### src/hw/rtl/drc_pkg.sv
// Shared types and codes for the dirty rectangle coalescer.
// No dependencies; used by drc_cell and dirty_rect_set_coalescer.
package drc_pkg;

  localparam logic OP_ADD   = 1'b0;
  localparam logic OP_FLUSH = 1'b1;

  typedef enum logic [2:0] {
    ST_ADDED   = 3'd0,
    ST_COVERED = 3'd1,
    ST_DROPPED = 3'd2,
    ST_FLUSHED = 3'd3,
    ST_EMPTY   = 3'd4
  } status_t;

  typedef enum logic [1:0] {
    S_IDLE,
    S_SQUEEZE,
    S_FLUSH
  } state_t;

  // per-cycle commands broadcast to every cell of the chain
  typedef struct packed {
    logic capture;  // latch the "contained by new rect" mark
    logic squeeze;  // close the gap at the first marked cell
    logic shift;    // flush: move whole chain one cell toward the head
    logic append;   // write the new rect into the first free cell
  } cell_ctrl_t;

endpackage

### src/hw/rtl/drc_cell.sv
// One storage cell of the rectangle chain: holds one rectangle and a kill mark,
// compares it against the incoming rectangle. Depends on drc_pkg.
module drc_cell #(
  parameter int CW = 16
) (
  input  logic                 clk,
  input  logic                 rst_n,
  input  drc_pkg::cell_ctrl_t  ctrl,
  input  logic                 occupied,
  input  logic                 append_here,
  input  logic [3:0][CW-1:0]   cmp_rect,
  input  logic [3:0][CW-1:0]   new_rect,
  input  logic [3:0][CW-1:0]   next_rect,
  input  logic                 next_kill,
  input  logic                 kill_seen_in,
  output logic [3:0][CW-1:0]   rect_q,
  output logic                 kill_q,
  output logic                 covers,
  output logic                 contained,
  output logic                 kill_seen_out
);
  import drc_pkg::*;

  // coordinate order: 0 left, 1 top, 2 right, 3 bottom
  logic [3:0][CW-1:0] rect_r, rect_nxt;
  logic               kill_r, kill_nxt;
  logic signed [CW-1:0] sl, st, sr, sb, nl, nt, nr, nb;
  logic s_empty, n_empty, same, s_holds_n, n_holds_s;

  always_comb begin
    sl = $signed(rect_r[0]);
    st = $signed(rect_r[1]);
    sr = $signed(rect_r[2]);
    sb = $signed(rect_r[3]);
    nl = $signed(cmp_rect[0]);
    nt = $signed(cmp_rect[1]);
    nr = $signed(cmp_rect[2]);
    nb = $signed(cmp_rect[3]);
    s_empty   = (sr <= sl) || (sb <= st);
    n_empty   = (nr <= nl) || (nb <= nt);
    same      = (rect_r == cmp_rect);
    s_holds_n = !s_empty && !n_empty && (sl <= nl) && (st <= nt) && (sr >= nr) && (sb >= nb);
    n_holds_s = !s_empty && !n_empty && (nl <= sl) && (nt <= st) && (nr >= sr) && (nb >= sb);
  end

  assign covers        = occupied && (same || s_holds_n);
  assign contained     = occupied && n_holds_s;
  assign kill_seen_out = kill_seen_in || kill_r;
  assign rect_q        = rect_r;
  assign kill_q        = kill_r;

  always_comb begin
    rect_nxt = rect_r;
    kill_nxt = kill_r;
    if (ctrl.capture) begin
      kill_nxt = contained;
    end
    if (ctrl.squeeze && kill_seen_out) begin
      rect_nxt = next_rect;
      kill_nxt = next_kill;
    end
    if (ctrl.shift) begin
      rect_nxt = next_rect;
    end
    if (ctrl.append && append_here) begin
      rect_nxt = new_rect;
    end
  end

  always_ff @(posedge clk) begin
    rect_r <= rect_nxt;
  end

  always_ff @(posedge clk) begin
    if (!rst_n) begin
      kill_r <= 1'b0;
    end else begin
      kill_r <= kill_nxt;
    end
  end

endmodule

### src/hw/rtl/dirty_rect_set_coalescer.sv
// Dirty rectangle coalescer: a chain of drc_cell storage cells plus the sequencer.
// Depends on drc_pkg and drc_cell.
//
// Timing: an item is taken at a clock edge where start is high and busy is low. Each
// result is registered: it shows on the out_ ports after the edge
// that ends its step, flagged by out_valid, and the receiver cannot stall it. An add
// that is covered by a stored rectangle is answered at the accept edge (all cells
// compare in parallel). Any other add latches the kill marks, then removes each
// stored rectangle it contains, since the chain closes one gap per cycle, then
// appends or drops the new one. A flush of a non-empty list shifts its head cell
// out each cycle, one result per rectangle; an empty flush is answered at accept.
module dirty_rect_set_coalescer #(
  parameter int MAX_RECTS  = 16,
  parameter int COORD_BITS = 16
) (
  input  logic               clk,
  input  logic               rst_n,
  input  logic               start,
  output logic               busy,
  input  logic               in_opcode,
  input  logic signed [15:0] in_rect_left,
  input  logic signed [15:0] in_rect_top,
  input  logic signed [15:0] in_rect_right,
  input  logic signed [15:0] in_rect_bottom,
  output logic               out_valid,
  output logic [2:0]         out_status,
  output logic signed [15:0] out_left,
  output logic signed [15:0] out_top,
  output logic signed [15:0] out_right,
  output logic signed [15:0] out_bottom,
  output logic [4:0]         out_list_count,
  output logic               out_overflow_seen,
  output logic               out_last_of_run
);
  import drc_pkg::*;

  localparam int CW    = COORD_BITS;
  localparam int EW    = (COORD_BITS > 16) ? COORD_BITS : 16;
  localparam int CNT_W = $clog2(MAX_RECTS + 1);

  state_t              state_r, state_nxt;
  logic [CNT_W-1:0]    count_r, count_nxt;
  logic                ovf_r, ovf_nxt;
  logic                snap_r, snap_nxt;
  logic [3:0][CW-1:0]  nr_r, nr_nxt;
  cell_ctrl_t          ctrl;

  logic                ov_r, ov_nxt;
  status_t             ostat_r, ostat_nxt;
  logic [3:0][15:0]    orect_r, orect_nxt;
  logic [4:0]          ocnt_r, ocnt_nxt;
  logic                oovf_r, oovf_nxt;
  logic                olast_r, olast_nxt;

  logic [3:0][EW-1:0]  in_ext;
  logic [3:0][CW-1:0]  in_rect;
  logic [3:0][15:0]    head_rect;
  logic signed [EW-1:0] head_ext [4];

  logic [MAX_RECTS-1:0][3:0][CW-1:0] rect_q;
  logic [MAX_RECTS-1:0] kill_q, covers, contained, occ, app;
  logic [MAX_RECTS:0]   kill_chain;
  logic                 accept, any_cover, any_kill;

  // input fields are cut or zero-filled; head fields are sign-extended or cut
  always_comb begin
    in_ext[0] = EW'($unsigned(in_rect_left));
    in_ext[1] = EW'($unsigned(in_rect_top));
    in_ext[2] = EW'($unsigned(in_rect_right));
    in_ext[3] = EW'($unsigned(in_rect_bottom));
    for (int k = 0; k < 4; k++) begin
      in_rect[k]   = in_ext[k][CW-1:0];
      head_ext[k]  = EW'($signed(rect_q[0][k]));
      head_rect[k] = head_ext[k][15:0];
    end
  end

  assign kill_chain[0] = 1'b0;

  for (genvar i = 0; i < MAX_RECTS; i++) begin : g_cell
    logic [3:0][CW-1:0] nb_rect;
    logic               nb_kill;
    if (i == MAX_RECTS - 1) begin : g_tail
      assign nb_rect = '0;
      assign nb_kill = 1'b0;
    end else begin : g_mid
      assign nb_rect = rect_q[i+1];
      assign nb_kill = kill_q[i+1];
    end
    assign occ[i] = (CNT_W'(i) < count_r);
    assign app[i] = (CNT_W'(i) == count_r);

    drc_cell #(.CW(CW)) u_cell (
      .clk           (clk),
      .rst_n         (rst_n),
      .ctrl          (ctrl),
      .occupied      (occ[i]),
      .append_here   (app[i]),
      .cmp_rect      (in_rect),
      .new_rect      (nr_r),
      .next_rect     (nb_rect),
      .next_kill     (nb_kill),
      .kill_seen_in  (kill_chain[i]),
      .rect_q        (rect_q[i]),
      .kill_q        (kill_q[i]),
      .covers        (covers[i]),
      .contained     (contained[i]),
      .kill_seen_out (kill_chain[i+1])
    );
  end

  assign busy      = (state_r != S_IDLE);
  assign accept    = start && !busy;
  assign any_cover = |covers;
  assign any_kill  = |kill_q;

  always_comb begin
    state_nxt = state_r;
    count_nxt = count_r;
    ovf_nxt   = ovf_r;
    snap_nxt  = snap_r;
    nr_nxt    = nr_r;
    ctrl      = '0;
    ov_nxt    = 1'b0;
    ostat_nxt = ostat_r;
    orect_nxt = '0;
    ocnt_nxt  = ocnt_r;
    oovf_nxt  = oovf_r;
    olast_nxt = 1'b1;
    unique case (state_r)
      S_IDLE: begin
        if (accept) begin
          if (in_opcode == OP_FLUSH) begin
            ovf_nxt = 1'b0;
            if (count_r == '0) begin
              ov_nxt    = 1'b1;
              ostat_nxt = ST_EMPTY;
              ocnt_nxt  = '0;
              oovf_nxt  = ovf_r;
            end else begin
              snap_nxt  = ovf_r;
              state_nxt = S_FLUSH;
            end
          end else begin
            nr_nxt = in_rect;
            if (any_cover) begin
              ov_nxt    = 1'b1;
              ostat_nxt = ST_COVERED;
              ocnt_nxt  = 5'(count_r);
              oovf_nxt  = ovf_r;
            end else begin
              ctrl.capture = 1'b1;
              state_nxt    = S_SQUEEZE;
            end
          end
        end
      end
      S_SQUEEZE: begin
        if (any_kill) begin
          ctrl.squeeze = 1'b1;
          count_nxt    = count_r - 1'b1;
        end else if (count_r >= CNT_W'(MAX_RECTS)) begin
          ovf_nxt   = 1'b1;
          ov_nxt    = 1'b1;
          ostat_nxt = ST_DROPPED;
          ocnt_nxt  = 5'(count_r);
          oovf_nxt  = 1'b1;
          state_nxt = S_IDLE;
        end else begin
          ctrl.append = 1'b1;
          count_nxt   = count_r + 1'b1;
          ov_nxt      = 1'b1;
          ostat_nxt   = ST_ADDED;
          ocnt_nxt    = 5'(count_r + 1'b1);
          oovf_nxt    = ovf_r;
          state_nxt   = S_IDLE;
        end
      end
      S_FLUSH: begin
        ctrl.shift = 1'b1;
        count_nxt  = count_r - 1'b1;
        ov_nxt     = 1'b1;
        ostat_nxt  = ST_FLUSHED;
        orect_nxt  = head_rect;
        ocnt_nxt   = '0;
        oovf_nxt   = snap_r;
        olast_nxt  = (count_r == CNT_W'(1));
        if (count_r == CNT_W'(1)) begin
          state_nxt = S_IDLE;
        end
      end
      default: begin
        state_nxt = S_IDLE;
      end
    endcase
  end

  always_ff @(posedge clk) begin
    if (!rst_n) begin
      state_r <= S_IDLE;
      count_r <= '0;
      ovf_r   <= 1'b0;
      ov_r    <= 1'b0;
    end else begin
      state_r <= state_nxt;
      count_r <= count_nxt;
      ovf_r   <= ovf_nxt;
      ov_r    <= ov_nxt;
    end
  end

  always_ff @(posedge clk) begin
    snap_r  <= snap_nxt;
    nr_r    <= nr_nxt;
    ostat_r <= ostat_nxt;
    orect_r <= orect_nxt;
    ocnt_r  <= ocnt_nxt;
    oovf_r  <= oovf_nxt;
    olast_r <= olast_nxt;
  end

  assign out_valid         = ov_r;
  assign out_status        = ostat_r;
  assign out_left          = $signed(orect_r[0]);
  assign out_top           = $signed(orect_r[1]);
  assign out_right         = $signed(orect_r[2]);
  assign out_bottom        = $signed(orect_r[3]);
  assign out_list_count    = ocnt_r;
  assign out_overflow_seen = oovf_r;
  assign out_last_of_run   = olast_r;

  a_count_bound: assert property (@(posedge clk) disable iff (!rst_n)
    count_r <= CNT_W'(MAX_RECTS))
    else $error("stored count above capacity");

  a_add_progress: assert property (@(posedge clk) disable iff (!rst_n)
    (accept && in_opcode == OP_ADD) |=> (ov_r || state_r == S_SQUEEZE))
    else $error("add neither answered nor squeezing");

  a_squeeze_step: assert property (@(posedge clk) disable iff (!rst_n)
    (state_r == S_SQUEEZE && any_kill) |=> (count_r == $past(count_r) - 1'b1))
    else $error("squeeze did not drop one entry");

  a_flush_end: assert property (@(posedge clk) disable iff (!rst_n)
    (ov_r && ostat_r == ST_FLUSHED && olast_r) |-> (count_r == '0 && state_r == S_IDLE))
    else $error("flush ended with entries left");

endmodule
### config.mk
export PLATFORM = sky130hd
export DESIGN_NAME = dirty_rect_set_coalescer
export DESIGN_NICKNAME = d
export VERILOG_FILES = /design/src/hw/rtl/drc_pkg.sv /design/src/hw/rtl/drc_cell.sv /design/src/hw/rtl/dirty_rect_set_coalescer.sv
export SDC_FILE = /design/constraint.sdc
export NUM_CORES = 2
export LEC_CHECK = 0
export BUFFER_PORTS_ARGS = -buffer_cell sky130_fd_sc_hd__buf_2
export CORE_MARGIN = 4
export CORE_UTILIZATION = 50
export DETAILED_ROUTE_END_ITERATION = 16
export PLACE_DENSITY_LB_ADDON = 0.3
export SLEW_MARGIN = 20
export SYNTH_ARGS = -nofsm -noshare
export SYNTH_HDL_FRONTEND = slang
export SYNTH_HIERARCHICAL = 1
export SYNTH_SLANG_ARGS = --single-unit
### constraint.sdc
create_clock -name clk -period 16.9 [get_ports clk]
set_input_delay 1.69 -clock clk [delete_from_list [all_inputs] [get_ports clk]]
set_output_delay 1.69 -clock clk [all_outputs]
set_load 0.02 [all_outputs]
==> flow_metrics.env <==
export IMPL_outcome="complete, no violations"
export IMPL_port_buffers=143
export IMPL_grtUsageTotal_pct=31.7
export IMPL_core_um2=200000
export IMPL_fin_nets=12200
export IMPL_layout_drive_gt1_share_pct=16.0
export IMPL_drc=0
export IMPL_utilization_pct=55.1
export IMPL_timing_hold_ws_ns=0.470
export IMPL_clock_skew_ns=0.0308
export IMPL_synth_warnings=6
export IMPL_cts_max_level=4
export IMPL_clk_pin_slew_ns=0.06
export IMPL_placed_cell_area_um2=105000
export IMPL_cts_sinks=1188
export IMPL_startpoint_type="primary input"
export IMPL_antenna_found_initial=5
export IMPL_clockRootBuffer="clkbuf_16"
export IMPL_p_clk_share_pct=23.7
export IMPL_die_x_um=457
export IMPL_wl_um=340000
export IMPL_start_util_pct=50.4
export IMPL_setup_viol=0
export IMPL_wl_per_cell_um=26.5
export IMPL_io_pins=144
export IMPL_p_sw_share_pct=38.8
export IMPL_fmax_mhz=149
export IMPL_slew_viol_final=0
export IMPL_tightestPinTransition_ns=1.30
export IMPL_cts_hold_buf=0
export IMPL_syn_inst=9749
export IMPL_insertion_delay_ns=0.79
export IMPL_drv_cap=0
export IMPL_vias_per_cell=6.17
export IMPL_grt_max_degree=89
export IMPL_critPathMaxFanout=32
export IMPL_gp_congestion=1.02
export IMPL_min_period_ns=6.72
export IMPL_finalCritPeriodShare_pct=39.8
export IMPL_cts_buffer_depth=3
export IMPL_pwr_share_seq_pct=37.4
export IMPL_post_synth_cell_area_avg_um2=10.3
export IMPL_ir_drop_v=0.000107
export IMPL_r2r_setup_slack_ns=10.60
export IMPL_drt_iter0_markers=6448
export IMPL_critPathArrivalTime_ns=7.43
export IMPL_grt_overflow=0
export IMPL_cts_made_buffers=148
export IMPL_grt_pass1_wl_um=498000
export IMPL_combPwrFrac_pct=38.9
export IMPL_finalHoldViolations=0
export IMPL_via_count=79300
export IMPL_critical_path_class="in2reg"
export IMPL_ant_nets=0
export IMPL_leakage_nw=51.1
export IMPL_p_per_area_nw_per_um2=122
export IMPL_rows=164
export IMPL_rsz0062_at_grt="false"
export IMPL_crit_required_ns=17.61
export IMPL_p_int_w=0.00820
export IMPL_hold_path_class="reg2reg"
export IMPL_cts_resized=0
export IMPL_dieArea_um2=209000
export IMPL_grt_pass1_vias=81300
export IMPL_area_growth_pct=9.34
export IMPL_post_cts_buffers=0
export IMPL_relSlewSlack_pct=12.2
export IMPL_tritoncts="yes"
export IMPL_finalSetupTns_ns=0
export IMPL_place_hpwl_um=262000
export IMPL_endpoint_kind="register"
export IMPL_drt_pass1_iter_count=6
export IMPL_switchingPower_w=0.00520
export IMPL_fin_area_um2=110000
export IMPL_die_h_um=457
export IMPL_synthesis_area_um2=101000
[layer usage]
layer	GRT usage [%]	vias to the layer above	part of all wire, %
met3	4.27	958	7.0
met2	50.3	3318	44
met5	0	-	0
li1	-	36600	-
met1	39.9	38500	41
met4	22.5	0	8.4
[stage by stage]
step / worst slack (ns) / std cells / power, W
6_report: 10.18 / 12900 / 0.0134
2_1_floorplan: 9.78 / 9814 / 0.00825
3_3_place_gp: 9.80 / 12600 / 0.00992
5_1_grt: 10.24 / 12900 / 0.0142
3_5_place_dp: 9.70 / 12600 / 0.0102
4_1_cts: 10.52 / 12900 / 0.0134
[state kept, by name (all words and copies together), names as in the netlist, 2 cells and up]
| register | cells |
|---|---|
| count_r | 5 |
| g_cell.u_cell/kill_q | 16 |
| g_cell.u_cell/sb | 256 |
| g_cell.u_cell/sl | 256 |
| g_cell.u_cell/sr | 256 |
| g_cell.u_cell/st | 256 |
| nr_r | 64 |
| out_bottom | 16 |
| out_left | 16 |
| out_list_count | 5 |
| out_right | 16 |
| out_status | 3 |
| out_top | 16 |
| state_r | 2 |
[placed cells by master (no fill, tap or decap), drive strengths merged, types with 32 or more instances in the layout]
cell     instances
a31oi           33
or4             46
conb            66
mux2i           54
mux2          1040
nand2          530
nor2           245
nor2b           75
edfxtp        1098
nand2b          48
clkbuf         195
o21ai          246
ha            2056
nand3          119
o22ai           46
a21o           211
a2111oi         36
clkinv          50
buf            249
inv           1692
a211oi         109
nand3b          32
and3            36
nor3            72
nor4            80
and2           101
o211ai          70
a21oi          694
and4            76
nor4b           46
nand4          377
dfxtp           90
o31ai           33
[final cells by class]
class                      instances  area [um^2]
fill                           17300        89800
antenna                            1         2.50
timing repair buffer             249         1510
clock buffer                     195         4110
inverter                        1688         6340
sequential                      1188        34800
multi-input combinational       6808        59500
tap                             2656         3320
clock inverter                    74          647
[path summary, 6_finish.rpt]
check | start | endpoint | cells after the start
setup / recovery | in_rect_left[15] | g_cell[14].u_cell/kill_q | 15
hold / removal | ovf_r | snap_r | 0
setup reg to reg | g_cell[0].u_cell/kill_q | g_cell[15].u_cell/sl[4] | 19
hold reg to reg | ovf_r | snap_r | 0
[worst max-delay path, stage by stage]
cell,delay (ns)
buf_2,0.61
buf_4,0.46
ha_1,0.32
nand4_1,0.16
nor3_1,0.10
a2111oi_0,0.39
mux2_2,0.46
o221ai_1,0.17
a211oi_1,0.11
nor4_1,1.10
nand4_1,0.42
nor3_2,0.26
buf_4,0.39
or4b_1,0.50
a31oi_1,0.18
[power by group through the flow]
stage	Sequential [W]	Clock, W	Combinational (W)
finish	0.00501	0.00318	0.00522
global route	0.00508	0.00334	0.00578
CTS	0.00499	0.00324	0.00516
detailed placement	0.00504	0	0.00512
global placement	0.00503	0	0.00489
floorplan	0.00481	0	0.00344
Note: power is estimated with default switching activity, not from simulation.
